`config.mk`:
```
export PLATFORM = sky130hd
export DESIGN_NAME = email_address_extractor
export DESIGN_NICKNAME = d
export VERILOG_FILES = /design/src/eae_pkg.sv /design/src/eae_ram.sv /design/src/eae_ctrl.sv /design/src/eae_datapath.sv /design/src/email_address_extractor.sv
export VERILOG_INCLUDE_DIRS = /design/src /design/src/src
export SDC_FILE = /design/constraint.sdc
export NUM_CORES = 1
export LEC_CHECK = 0
export BUFFER_PORTS_ARGS = -buffer_cell sky130_fd_sc_hd__buf_2
export CORE_MARGIN = 10
export CORE_UTILIZATION = 50
export DETAILED_ROUTE_END_ITERATION = 10
export PLACE_DENSITY = 0.62
export SYNTH_ARGS = -nofsm -noshare
export SYNTH_HDL_FRONTEND = slang
export SYNTH_SLANG_ARGS = --single-unit
```
`constraint.sdc`:
```
create_clock -name i_clk -period 2.5 [get_ports i_clk]
set_input_delay 0 -clock i_clk [delete_from_list [all_inputs] [get_ports i_clk]]
set_output_delay 0 -clock i_clk [all_outputs]
set_load 0.05 [all_outputs]
```
`src/assert_macros.svh`:
```
// Concurrent assertion helpers
`ifndef ASSERT_MACROS_SVH
`define ASSERT_MACROS_SVH

`ifndef SYNTHESIS

`define ASSERT_CLK(lbl, clk, rst_n, prop) \
    lbl: assert property (@(posedge clk) disable iff (!rst_n) prop) \
        else $error("assertion lbl failed");

`define ASSERT_NEVER(lbl, clk, rst_n, expr) \
    lbl: assert property (@(posedge clk) disable iff (!rst_n) !(expr)) \
        else $error("assertion lbl failed");

`else

`define ASSERT_CLK(lbl, clk, rst_n, prop)

`define ASSERT_NEVER(lbl, clk, rst_n, expr)

`endif

`endif

```
`src/eae_pkg.sv`:
```
package eae_pkg;

    localparam int BUF_DEPTH = 64;
    localparam int ADDR_W    = $clog2(BUF_DEPTH);
    localparam int LEN_W     = $clog2(BUF_DEPTH + 1);
    localparam int BYTE_W    = 8;

    localparam logic [BYTE_W-1:0] CH_AT  = 8'h40;
    localparam logic [BYTE_W-1:0] CH_DOT = 8'h2E;
    localparam logic [BYTE_W-1:0] CH_US  = 8'h5F;

    typedef enum logic [1:0] {
        RS_IDLE     = 2'd0,
        RS_LOCAL    = 2'd1,
        RS_AFTER_AT = 2'd2,
        RS_DOMAIN   = 2'd3
    } t_rec_state;

    typedef enum logic [1:0] {
        CS_SCAN,
        CS_EMIT_REQ,
        CS_EMIT_LOAD
    } t_ctrl_state;

    typedef struct packed {
        logic accept;
        logic rd_req;
        logic load;
    } t_dp_cmd;

    typedef struct packed {
        logic terminate;
        logic rd_last;
        logic out_free;
    } t_dp_status;

    function automatic logic is_alnum(input logic [BYTE_W-1:0] b);
        return (b >= 8'h30 && b <= 8'h39) ||
               (b >= 8'h41 && b <= 8'h5A) ||
               (b >= 8'h61 && b <= 8'h7A);
    endfunction

endpackage

```
`src/eae_ram.sv`:
```
module eae_ram #(
    parameter int WIDTH = 8,
    parameter int DEPTH = 64
) (
    input  logic                     i_clk,
    input  logic                     i_we,
    input  logic [$clog2(DEPTH)-1:0] i_waddr,
    input  logic [WIDTH-1:0]         i_wdata,
    input  logic                     i_re,
    input  logic [$clog2(DEPTH)-1:0] i_raddr,
    output logic [WIDTH-1:0]         o_rdata
);

    logic [WIDTH-1:0] r_mem [DEPTH];
    logic [WIDTH-1:0] r_rdata;

    always_ff @(posedge i_clk) begin
        if (i_we) begin
            r_mem[i_waddr] <= i_wdata;
        end
        if (i_re) begin
            r_rdata <= r_mem[i_raddr];
        end
    end

    assign o_rdata = r_rdata;

endmodule

```
`src/eae_ctrl.sv`:
```
module eae_ctrl
    import eae_pkg::*;
(
    input  logic       i_clk,
    input  logic       i_rst_n,
    input  logic       i_s_tvalid,
    input  t_dp_status i_status,
    output logic       o_s_tready,
    output t_dp_cmd    o_cmd
);

    t_ctrl_state r_state;
    t_ctrl_state n_state;

    always_ff @(posedge i_clk) begin
        if (!i_rst_n) begin
            r_state <= CS_SCAN;
        end else begin
            r_state <= n_state;
        end
    end

    always_comb begin
        n_state = r_state;
        unique case (r_state)
            CS_SCAN: begin
                if (i_s_tvalid && i_status.terminate) begin
                    n_state = CS_EMIT_REQ;
                end
            end
            CS_EMIT_REQ: begin
                n_state = CS_EMIT_LOAD;
            end
            CS_EMIT_LOAD: begin
                if (i_status.out_free) begin
                    n_state = i_status.rd_last ? CS_SCAN : CS_EMIT_REQ;
                end
            end
            default: begin
                n_state = CS_SCAN;
            end
        endcase
    end

    always_comb begin
        o_s_tready   = 1'b0;
        o_cmd.accept = 1'b0;
        o_cmd.rd_req = 1'b0;
        o_cmd.load   = 1'b0;
        unique case (r_state)
            CS_SCAN: begin
                o_s_tready   = 1'b1;
                o_cmd.accept = i_s_tvalid;
            end
            CS_EMIT_REQ: begin
                o_cmd.rd_req = 1'b1;
            end
            CS_EMIT_LOAD: begin
                o_cmd.load = i_status.out_free;
            end
            default: begin
                o_s_tready = 1'b0;
            end
        endcase
    end

endmodule

```
`src/eae_datapath.sv`:
```
module eae_datapath
    import eae_pkg::*;
(
    input  logic              i_clk,
    input  logic              i_rst_n,
    input  t_dp_cmd           i_cmd,
    input  logic [BYTE_W-1:0] i_s_tdata,
    input  logic              i_m_tready,
    output t_dp_status        o_status,
    output logic              o_m_tvalid,
    output logic [BYTE_W-1:0] o_m_tdata,
    output logic              o_m_tlast,
    output logic              o_m_truncated
);

    t_rec_state        r_rec;
    t_rec_state        n_rec;
    logic [LEN_W-1:0]  r_len;
    logic [LEN_W-1:0]  n_len;
    logic              r_ovf;
    logic              n_ovf;
    logic [ADDR_W-1:0] r_ptr;
    logic              r_m_valid;
    logic [BYTE_W-1:0] r_m_data;
    logic              r_m_last;
    logic              r_m_trunc;

    logic              an;
    logic              do_append;
    logic              room;
    logic [LEN_W-1:0]  base_len;
    logic              base_ovf;
    logic              ram_we;
    logic [BYTE_W-1:0] ram_rdata;
    logic              rd_last;
    logic              out_free;

    assign an       = is_alnum(i_s_tdata);
    assign base_len = (r_rec == RS_IDLE) ? '0 : r_len;
    assign base_ovf = (r_rec == RS_IDLE) ? 1'b0 : r_ovf;
    assign room     = base_len < LEN_W'(BUF_DEPTH);

    always_comb begin
        n_rec     = r_rec;
        do_append = 1'b1;
        unique case (r_rec)
            RS_IDLE: begin
                n_rec = an ? RS_LOCAL : RS_IDLE;
            end
            RS_LOCAL: begin
                if (i_s_tdata == CH_AT) begin
                    n_rec = RS_AFTER_AT;
                end else if (!(an || i_s_tdata == CH_DOT || i_s_tdata == CH_US)) begin
                    n_rec = RS_IDLE;
                end
            end
            RS_AFTER_AT: begin
                n_rec = an ? RS_DOMAIN : RS_IDLE;
            end
            RS_DOMAIN: begin
                if (!an && i_s_tdata == CH_DOT) begin
                    n_rec = RS_AFTER_AT;
                end else if (!an) begin
                    n_rec     = RS_IDLE;
                    do_append = 1'b0;
                end
            end
            default: begin
                n_rec = RS_IDLE;
            end
        endcase
    end

    always_comb begin
        n_len = r_len;
        n_ovf = r_ovf;
        if (do_append) begin
            if (room) begin
                n_len = base_len + LEN_W'(1);
                n_ovf = base_ovf;
            end else begin
                n_len = base_len;
                n_ovf = 1'b1;
            end
        end
    end

    assign ram_we   = i_cmd.accept && do_append && room;
    assign rd_last  = LEN_W'(r_ptr) == (r_len - LEN_W'(1));
    assign out_free = !r_m_valid || i_m_tready;

    eae_ram #(
        .WIDTH (BYTE_W),
        .DEPTH (BUF_DEPTH)
    ) u_buf (
        .i_clk   (i_clk),
        .i_we    (ram_we),
        .i_waddr (base_len[ADDR_W-1:0]),
        .i_wdata (i_s_tdata),
        .i_re    (i_cmd.rd_req),
        .i_raddr (r_ptr),
        .o_rdata (ram_rdata)
    );

    always_ff @(posedge i_clk) begin
        if (!i_rst_n) begin
            r_rec     <= RS_IDLE;
            r_len     <= '0;
            r_ovf     <= 1'b0;
            r_ptr     <= '0;
            r_m_valid <= 1'b0;
        end else begin
            if (i_cmd.accept) begin
                r_rec <= n_rec;
                r_len <= n_len;
                r_ovf <= n_ovf;
            end
            if (i_cmd.load) begin
                r_ptr <= rd_last ? '0 : r_ptr + ADDR_W'(1);
            end
            if (i_cmd.load) begin
                r_m_valid <= 1'b1;
            end else if (i_m_tready) begin
                r_m_valid <= 1'b0;
            end
        end
    end

    always_ff @(posedge i_clk) begin
        if (i_cmd.load) begin
            r_m_data  <= ram_rdata;
            r_m_last  <= rd_last;
            r_m_trunc <= r_ovf;
        end
    end

    assign o_status.terminate = (r_rec == RS_DOMAIN) && !an && (i_s_tdata != CH_DOT);
    assign o_status.rd_last   = rd_last;
    assign o_status.out_free  = out_free;

    assign o_m_tvalid    = r_m_valid;
    assign o_m_tdata     = r_m_data;
    assign o_m_tlast     = r_m_last;
    assign o_m_truncated = r_m_trunc;

endmodule

```
`src/email_address_extractor.sv`:
```
// Channel   Dir  tdata               tuser          tlast
// s         in   [7:0] text_byte     -              -
// m         out  [7:0] match_byte    [0] truncated  last_of_match
//
// Scanning takes one byte per cycle; the capture buffer is written as bytes arrive.
// A terminator starts emission: each address byte takes a buffer read, then an
// output register load; input held off until the last byte is loaded.
// A stall on m holds emission; the output register lets scanning resume under it.
// Reset (i_rst_n low, synchronous) returns the recogniser to idle; no clearing pass.
`include "assert_macros.svh"

module email_address_extractor
    import eae_pkg::*;
(
    input  logic        i_clk,
    input  logic        i_rst_n,
    input  logic        i_s_tvalid,
    output logic        o_s_tready,
    input  logic [7:0]  i_s_tdata,   // [7:0] text_byte
    output logic        o_m_tvalid,
    input  logic        i_m_tready,
    output logic [7:0]  o_m_tdata,   // [7:0] match_byte
    output logic        o_m_tlast,
    output logic [0:0]  o_m_tuser    // [0] truncated
);

    t_dp_cmd    s_cmd;
    t_dp_status s_status;
    logic       s_trunc;

    eae_ctrl u_ctrl (
        .i_clk      (i_clk),
        .i_rst_n    (i_rst_n),
        .i_s_tvalid (i_s_tvalid),
        .i_status   (s_status),
        .o_s_tready (o_s_tready),
        .o_cmd      (s_cmd)
    );

    eae_datapath u_dp (
        .i_clk         (i_clk),
        .i_rst_n       (i_rst_n),
        .i_cmd         (s_cmd),
        .i_s_tdata     (i_s_tdata),
        .i_m_tready    (i_m_tready),
        .o_status      (s_status),
        .o_m_tvalid    (o_m_tvalid),
        .o_m_tdata     (o_m_tdata),
        .o_m_tlast     (o_m_tlast),
        .o_m_truncated (s_trunc)
    );

    assign o_m_tuser = s_trunc;

    `ASSERT_NEVER(a_load_busy, i_clk, i_rst_n, s_cmd.load && o_m_tvalid && !i_m_tready)
    `ASSERT_CLK(a_req_blocks_in, i_clk, i_rst_n, s_cmd.rd_req |=> !o_s_tready)
    `ASSERT_CLK(a_term_emits, i_clk, i_rst_n, (s_cmd.accept && s_status.terminate) |=> s_cmd.rd_req)

endmodule

```
Word-level counts from Yosys, hierarchy flattened --
Memory sizes are Yosys's and may differ from the RTL's. A register that Yosys moved wholly into a read port is not among the register bits. Cells that the tools add are included.
Word-level totals: input bits 12, word-level logic and storage cells 85, output and inout port bits 12, bits in writable memories 512, register bits 29, memories 1
Memory list:
- u_dp.u_buf.r_mem | words 64, bits a word 8, read ports 1, clocked after Yosys merged registers in 1, write ports 1, RTL line eae_ram.sv:14 | logic [WIDTH-1:0] r_mem [DEPTH];
Cells by class: reduce and logical (&&, ||, !) cells 23, $add $sub $neg 3, mux-type cells 27, equality and inequality tests 15, magnitude comparators 7
Operators by type and width (number):
- 8-bit by 7-bit == test with 1-bit output (second input constant) | 2
- 8-bit by 7-bit greater-or-equal comparator with 1-bit output (second input constant) | 2
- 8-bit by 7-bit less-or-equal comparator with 1-bit output (second input constant) | 2
- 1-bit two-way mux | 15
- 2-bit two-way mux | 7
- 7-bit two-way mux | 2
- 1-bit logical AND | 9
- 8-bit by 6-bit == test with 1-bit output (second input constant) | 1
- 8-bit by 6-bit greater-or-equal comparator with 1-bit output (second input constant) | 1
- 8-bit by 6-bit less-or-equal comparator with 1-bit output (second input constant) | 1
- 8-bit by 6-bit inequality test with 1-bit output (second input constant) | 1
- 2-bit one-hot mux with 4 select lines | 1
- 7-bit by 1-bit adder with 7-bit output (second input constant) | 1
- 6-bit by 7-bit == test with 1-bit output | 1
- 7-bit less-than comparator (second input constant) | 1
- 7-bit by 1-bit subtractor with 7-bit output (second input constant) | 1
- 6-bit by 1-bit adder with 6-bit output (second input constant) | 1
- 2-bit == test (second input constant) | 3
- 6-bit two-way mux | 1
- 2-bit one-hot mux with 3 select lines | 1
- 3-bit AND reduction | 2
- 1-bit logical OR | 5
- 2-bit by 1-bit == test with 1-bit output (second input constant) | 2
- 2-bit logical NOT | 2
- other kinds (7) | 10

Depth between registers and ports, before layout --
Gate-level depths: netlist (run 1).
depth in word-level cells 12, depth in mapped cells 10

By module --
Synthesis (run 1) repeated with hierarchy kept, for this count alone.
Second synthesis, totals: cells, all modules 1151, area total of the unflattened synthesis 22057.4 sq um
By module, submodules not included:
- eae_ram | cells an instance 940, times used 1, area each 20246.9 sq um
- eae_datapath | cells an instance 198, times used 1, area each 1687.9 sq um
- eae_ctrl | cells an instance 13, times used 1, area each 122.6 sq um

Worst setup path before layout (run 1) --
OpenSTA, ideal clock, no wires.
path kind reg-to-reg, start register u_ctrl.r_state[1], end memory u_dp.u_buf.r_mem[2][0] (enable), library setup time 373 ps, stages on the path, launching flop included 7, clock period less this slack 2651 ps, arrival time 2277 ps, slack -151 ps, cell sequence dfxtp_1 > nor2_1 > and2_0 > clkbuf_1 > and3_1 > nand3_1 > nor2b_1
On the way: cells in the longest elaborated chain, start to end 6
RTL lines:
- start, declared | RTL line eae_ctrl.sv:12 | t_ctrl_state r_state;
- start signal, assigned | RTL line eae_ctrl.sv:19 | r_state <= n_state;
- 2-bit logical NOT | RTL line eae_ctrl.sv:50 | unique case (r_state)
- 1-bit two-way mux | RTL line eae_ctrl.sv:50
- 1-bit logical AND (2 in a row) | RTL line eae_datapath.sv:88 | assign ram_we = i_cmd.accept && do_append && room;
- 1-bit two-way mux | RTL line eae_ram.sv:18 | if (i_we) begin
- 1-bit two-way mux (not written as such) | RTL line eae_ram.sv:19 | r_mem[i_waddr] <= i_wdata;
- end, declared | RTL line eae_ram.sv:14
Every way passes these cells.

==> results of run 1 <==
## synth_stat cells (4+ instances only)
master / number / area [µm²]
o41ai_1: 5 / 43.8
a22oi_1: 7 / 52.6
edfxtp_1: 530 / 15900
o21ai_0: 8 / 40.0
and3_1: 6 / 37.5
nor2_1: 91 / 342
nand2b_1: 5 / 31.3
buf_6: 8 / 90.1
inv_1: 6 / 22.5
mux4_2: 150 / 3380
nor2b_1: 26 / 163
nor3_1: 7 / 35.0
clkbuf_1: 21 / 78.8
nand3b_1: 4 / 30.0
buf_2: 19 / 95.1
a21oi_1: 20 / 100
nand3_1: 21 / 105
nand2_1: 31 / 116
a31oi_1: 5 / 31.3
dfxtp_1: 19 / 380
a2111oi_0: 5 / 43.8
a211oi_1: 11 / 82.6
xnor2_1: 7 / 61.3
mux2i_1: 7 / 70.1
buf_4: 9 / 67.6
## metal layers
metal,up-vias,wire length [µm],share of wire
met1,5755,22000,0.44
met2,405,23400,0.47
met4,0,1020,0.021
met3,62,3320,0.067
li1,4788,-,-
met5,-,0,0
## power by group
group / switching (mW) / internal, mW
registers: 0.0197 / 10.1
clock network: 3.23 / 4.26
logic: 0.338 / 0.174
## flip-flops by register name (all words and copies together), names as in the netlist, 2 cells and up
register            count
u_dp.r_rec              2
u_ctrl.r_state          2
u_dp.u_buf.r_mem      512
u_dp.o_m_tdata          8
u_dp.r_ptr              6
u_dp.u_buf.o_rdata      8
u_dp.r_len              7
## stage by stage
stage / power (mW) / hold slack, ps / TNS, ps / setup slack (ps)
finish: 18.1 / 51.8 / 0 / 0.824
detailed placement: 10.8 / 270 / -10940 / -259
global route: 18.7 / 53.6 / -45.8 / -24.1
floorplan: 10.5 / 98.9 / 0 / 105
CTS: 18.3 / 11.1 / -66.4 / -42.3
global placement: 10.8 / 268 / -6880 / -215
## how the worst min path moves through the flow
| stage | startpoint | end | slack [ps] |
|---|---|---|---|
| after floorplan | i_s_tdata[0] | u_dp.u_buf.r_mem[0][0]$_DFFE_PP_ | 100 |
| after global placement | i_rst_n | u_dp.r_ovf$_SDFFE_PN0P_ | 270 |
| after detailed placement | i_rst_n | u_dp.r_ovf$_SDFFE_PN0P_ | 270 |
| after CTS | i_s_tdata[5] | u_dp.r_rec[1]$_SDFFE_PN0P_ | 10 |
| after global routing | i_s_tdata[0] | u_dp.u_buf.r_mem[51][0]$_DFFE_PP_ | 50 |
| final | i_s_tdata[0] | u_dp.r_rec[0]$_SDFFE_PN0P_ | 50 |
## layout make-up
cell class / count / area (µm²)
Clock buffer: 69 / 1410
Sequential cell: 549 / 16300
Tap cell: 585 / 732
Inverter: 7 / 26.3
Multi-Input combinational cell: 455 / 5190
Clock inverter: 27 / 210
Timing Repair Buffer: 187 / 1590
Fill cell: 3110 / 17600
## cells by family (layout without fill, tap and decap cells)
kind of cell,Yosys count,in the layout,synth area share
XOR/XNOR,9,9,0.00363
flip-flops,549,549,0.749
AND/OR/NAND/NOR,211,211,0.0462
multiplexers,159,159,0.160
adder cells (fa/ha/maj),3,3,0.00173
AO/OA/AOI/OAI,73,73,0.0225
buffers and inverters,67,290,0.0170
## timing repair
action                                  CTS  global route
gates resized for setup                  13            27
endpoints found under the setup margin   30           153
cloned                                    0             3
setup buffers                             5             9
endpoints found under the hold margin    94             0
hold buffers                              9             0
pin swaps                                 2             2
## worst min-delay path: cells and delay by family
family,cells,cell delay (ps)
compound gates,3,270
buf+inv,1,180
simple gates,1,110
==> results.py, run 1 <==
metrics = {
    "logic_synthesis": {
        "ys_seq_area_frac": 0.749,
        "synth_fp_nets": 1086,
        "syn_avg_cell_area_um2": 20.3,
        "synth-main-ff-cell": "edfxtp_1",
        "synth_area_um2": 21700,
        "synth_edf_count": 530,
        "ys_seq_elements": 549,
        "synthArstFlopShare": 0,
        "ys_warn_count": 0,
        "ys_types": 48,
        "synth_cells": 1071,
    },
    "worst_setup_path": {
        "endpoint": "u_dp.u_buf.o_rdata[0]$_DFFE_PN_",
        "worstPathCellList": "buf_12, buf_6, mux4_2, mux4_2, mux2_4, nand2_1, o21ai_1",
        "cp_slowest_cell": "mux4_2",
        "cp_max_fo": 8,
        "reg2reg_slack_ps": 0.8,
        "critical-path-top-delay-family": "multiplexers",
        "reg2reg_depth": 7,
        "startpoint": "u_dp.r_ptr[0]$_SDFFE_PN0P_",
        "end_kind": "register",
        "start_kind": "register",
        "arrival_ps": 2830,
        "slowest_delay_ps": 560,
        "timing.rr.end": "u_dp.u_buf.o_rdata[0]$_DFFE_PN_",
        "r2r-start": "u_dp.r_ptr[0]$_SDFFE_PN0P_",
        "crit_buf_inv": 2,
        "path_class": "register to register",
        "crit_cells": 7,
        "required_ps": 2830,
        "crit_top_cell": "mux4_2",
    },
    "grt": {
        "grt.total_usage": 0.189,
        "grt_util_met1": 0.278,
        "busiest_layer": "met2",
        "grt_pass1_vias": 10900,
        "met3_usage": 0.0338,
        "grt_pass1_wl_um": 73100,
        "grt_antenna_before_repair": 1,
        "globalRouteOverflowTotal": 0,
        "grt_max_degree": 67,
        "met2_usage": 0.289,
    },
    "sta": {
        "setup_viol": 0,
        "fin_crit_sh": 1.00,
        "slew_violations": 0,
        "hold_viol": 0,
        "relSlewSlack": 0.350,
        "rsz0062_at_grt": "yes",
        "tightest_slew_ps": 971,
        "timing.fmax_mhz": 400,
        "fin_crit_ps": 2500,
        "finClkSkew_ps": 19.8,
    },
    "cells_and_area": {
        "n_antenna_cell": 0,
        "fin_cells": 1879,
        "final_util": 0.591,
        "drive_gt1_frac": 0.339,
        "fin_area_um2": 25500,
        "mostFrequentLayoutCell": "edfxtp_1",
        "num-nets-final": 1268,
        "final_cell_mix": "edfxtp_1 (530), mux4_2 (150), buf_4 (137), nor2_1 (65), clkbuf_16 (57)",
        "area_delta_synth_final_pct": 17.1,
    },
    "power": {
        "power.density_nw_per_um2": 711,
        "peakVddDrop_v": 0.000472,
        "p_leak_nw": 7.95,
    },
    "floorplan": {
        "initial_utilization": 0.505,
        "io_pins": 24,
        "die_height_um": 229,
        "die_w_um": 229,
        "rows": 76,
        "dieArea_um2": 52200,
        "core_um2": 43100,
    },
    "place": {
        "portBuffers": 23,
        "dpl-instance-area_um2": 23500,
        "routabilityCongestion": 0.895,
        "hpwl_um": 31300,
        "placed_cells": 1760,
    },
    "job": {
        "cap_violations": 0,
    },
    "detailed_routing": {
        "drtPass1Iterations": 5,
        "via_per_inst": 5.86,
        "vias": 11000,
        "drtAntennaViolNets": 0,
        "drc": 0,
        "drt_wl_total_um": 49800,
        "wire_per_inst_um": 26.5,
        "drt_iter0_drc": 1154,
    },
    "cts": {
        "insertion_delay_ps": 600,
        "cts_root_buffer": "clkbuf_16",
        "clk_pin_slew_ps": 60,
        "clock-sinks": 549,
        "h-tree-depth": 2,
        "cts_buffer_depth": 3,
        "cts-buffers-inserted": 53,
        "cts_tree": "done",
    },
    "status": {
        "status": "completed",
    },
    "hold_path": {
        "hold_path_class": "input pin to register",
        "hold_depth": 5,
    },
}
Power figures use the tool's default switching activity.
==> run 2, diff against run 1 <==
Settings changed: SETUP_SLACK_MARGIN from default to 0.3, SKIP_LAST_GASP from default to 1.
==> results.py, run 2 (synthesis gave the netlist of run 1 again) <==
metrics = {
    "worst_setup_path": {
        "end_kind": "register",
        "path_class": "register to register",
        "start_kind": "register",
        "required_ps": 2820,
        "cp_max_fo": 8,
        "arrival_ps": 2780,
    },
    "cells_and_area": {
        "fin_cells": 1863,
        "n_antenna_cell": 0,
        "area_delta_synth_final_pct": 20.2,
        "top_register": "u_dp.u_buf.r_mem",
        "largest_reg_flops": 512,
        "num-nets-final": 1256,
        "mostFrequentLayoutCell": "edfxtp_1",
        "drive_gt1_frac": 0.383,
        "final_cell_mix": "edfxtp_1 (530), mux4_2 (150), buf_4 (97), clkbuf_16 (53), nor2_4 (43)",
    },
    "detailed_routing": {
        "drt_iter0_drc": 1145,
        "wire_per_inst_um": 27.1,
        "vias": 11000,
        "drtAntennaViolNets": 0,
        "via_per_inst": 5.91,
        "drtPass1Iterations": 7,
        "drc": 0,
        "drt_wl_total_um": 50400,
    },
    "place": {
        "pre_cts_ws_ps": -156,
        "routabilityCongestion": 0.876,
        "placed_cells": 1730,
        "portBuffers": 23,
        "hpwl_um": 31100,
    },
    "sta": {
        "fin_crit_sh": 0.985,
        "tightest_slew_ps": 790,
        "finClkSkew_ps": 16.4,
        "timing.fmax_mhz": 406,
        "rsz0062_at_grt": "yes",
        "fin_crit_ps": 2460,
        "fin_ws_ps": 38.3,
        "hold_viol": 0,
        "slew_violations": 0,
        "setup_viol": 0,
        "relSlewSlack": 0.472,
    },
    "cts": {
        "h-tree-depth": 2,
        "cts_tree": "done",
        "insertion_delay_ps": 590,
        "cts_root_buffer": "clkbuf_16",
        "cts-buffers-inserted": 51,
        "clock-sinks": 549,
        "clk_pin_slew_ps": 60,
        "cts_buffer_depth": 3,
    },
    "power": {
        "power.density_nw_per_um2": 698,
        "fin_total_pwr_mw": 18.2,
        "p_leak_nw": 8.00,
        "peakVddDrop_v": 0.000459,
    },
    "grt": {
        "grt_pass1_vias": 11000,
        "globalRouteOverflowTotal": 0,
        "grt_pass1_wl_um": 73800,
        "grt.total_usage": 0.191,
        "grt_antenna_before_repair": 2,
        "grt_max_degree": 67,
    },
    "floorplan": {
        "io_pins": 24,
        "dieArea_um2": 52200,
        "core_um2": 43100,
        "die_height_um": 229,
        "initial_utilization": 0.505,
        "die_w_um": 229,
        "rows": 76,
    },
    "hold_path": {
        "hold_path_class": "input pin to register",
    },
    "status": {
        "status": "completed",
    },
    "job": {
        "cap_violations": 0,
    },
}
## run 2: final cells by class
| type | count | area [µm²] |
|---|---|---|
| fill | 3005 | 16900 |
| sequential | 549 | 16300 |
| multi-input combinational | 456 | 5640 |
| timing repair buffer | 176 | 1810 |
| clock buffer | 68 | 1380 |
| tap | 585 | 732 |
| clock inverter | 22 | 231 |
| inverter | 7 | 26.3 |
## run 2: critical path, stage by stage (launching register included)
cell     delay [ps]
dfxtp_4         390
buf_12          170
buf_12          160
mux4_2          540
mux4_2          540
a22oi_2         230
o41ai_2         140
## run 2: through the flow
stage	hold WS [ps]	utilization	area [µm²]	setup TNS [ps]
after global routing	43.5	0.607	26100	-740
after CTS	33.6	0.591	25500	-27.7
final	60.7	0.607	26100	0
after floorplan	98.9	-	21900	0
after detailed placement	269	0.541	23300	-10720
after global placement	258	0.541	23300	-1980
## run 2: path summary, 6_finish.rpt
| path | startpoint | end | slack (ps) | depth (start not counted) |
|---|---|---|---|---|
| hold / removal | i_s_tdata[2] | u_dp.u_buf.r_mem[34][2]$_DFFE_PP_ | 60 | 2 |
| hold reg to reg | u_dp.u_buf.o_rdata[7]$_DFFE_PN_ | u_dp.o_m_tdata[7]$_DFFE_PP_ | 420 | 0 |
| setup / recovery | u_dp.r_ptr[0]$_SDFFE_PN0P_ | u_dp.u_buf.o_rdata[7]$_DFFE_PN_ | 40 | 6 |
| setup reg to reg | u_dp.r_ptr[0]$_SDFFE_PN0P_ | u_dp.u_buf.o_rdata[7]$_DFFE_PN_ | 40 | 6 |
## run 2: per-layer routing
metal | up-vias | wire length, µm | GRT usage
met2 | 384 | 24400 | 0.298
met5 | - | 7 | 0
met3 | 56 | 3170 | 0.0369
met4 | 2 | 780 | 0.0406
met1 | 5801 | 22100 | 0.276
li1 | 4771 | - | -
## run 2: repair_timing
item	4_1_cts	5_1_grt
hold buffers	10	0
resized for setup	86	87
hold endpoints to repair	82	0
setup buffers	10	17
endpoints found under the setup margin	464	469
cloned	3	3
pin swaps	5	17
## run 2: report_power, final
part / total, mW / switching [mW] / internal, mW
sequential: 10.1 / 0.0203 / 10.1
combinational: 0.537 / 0.358 / 0.179
clock: 7.59 / 3.22 / 4.37
total: 18.2 / 3.59 / 14.6
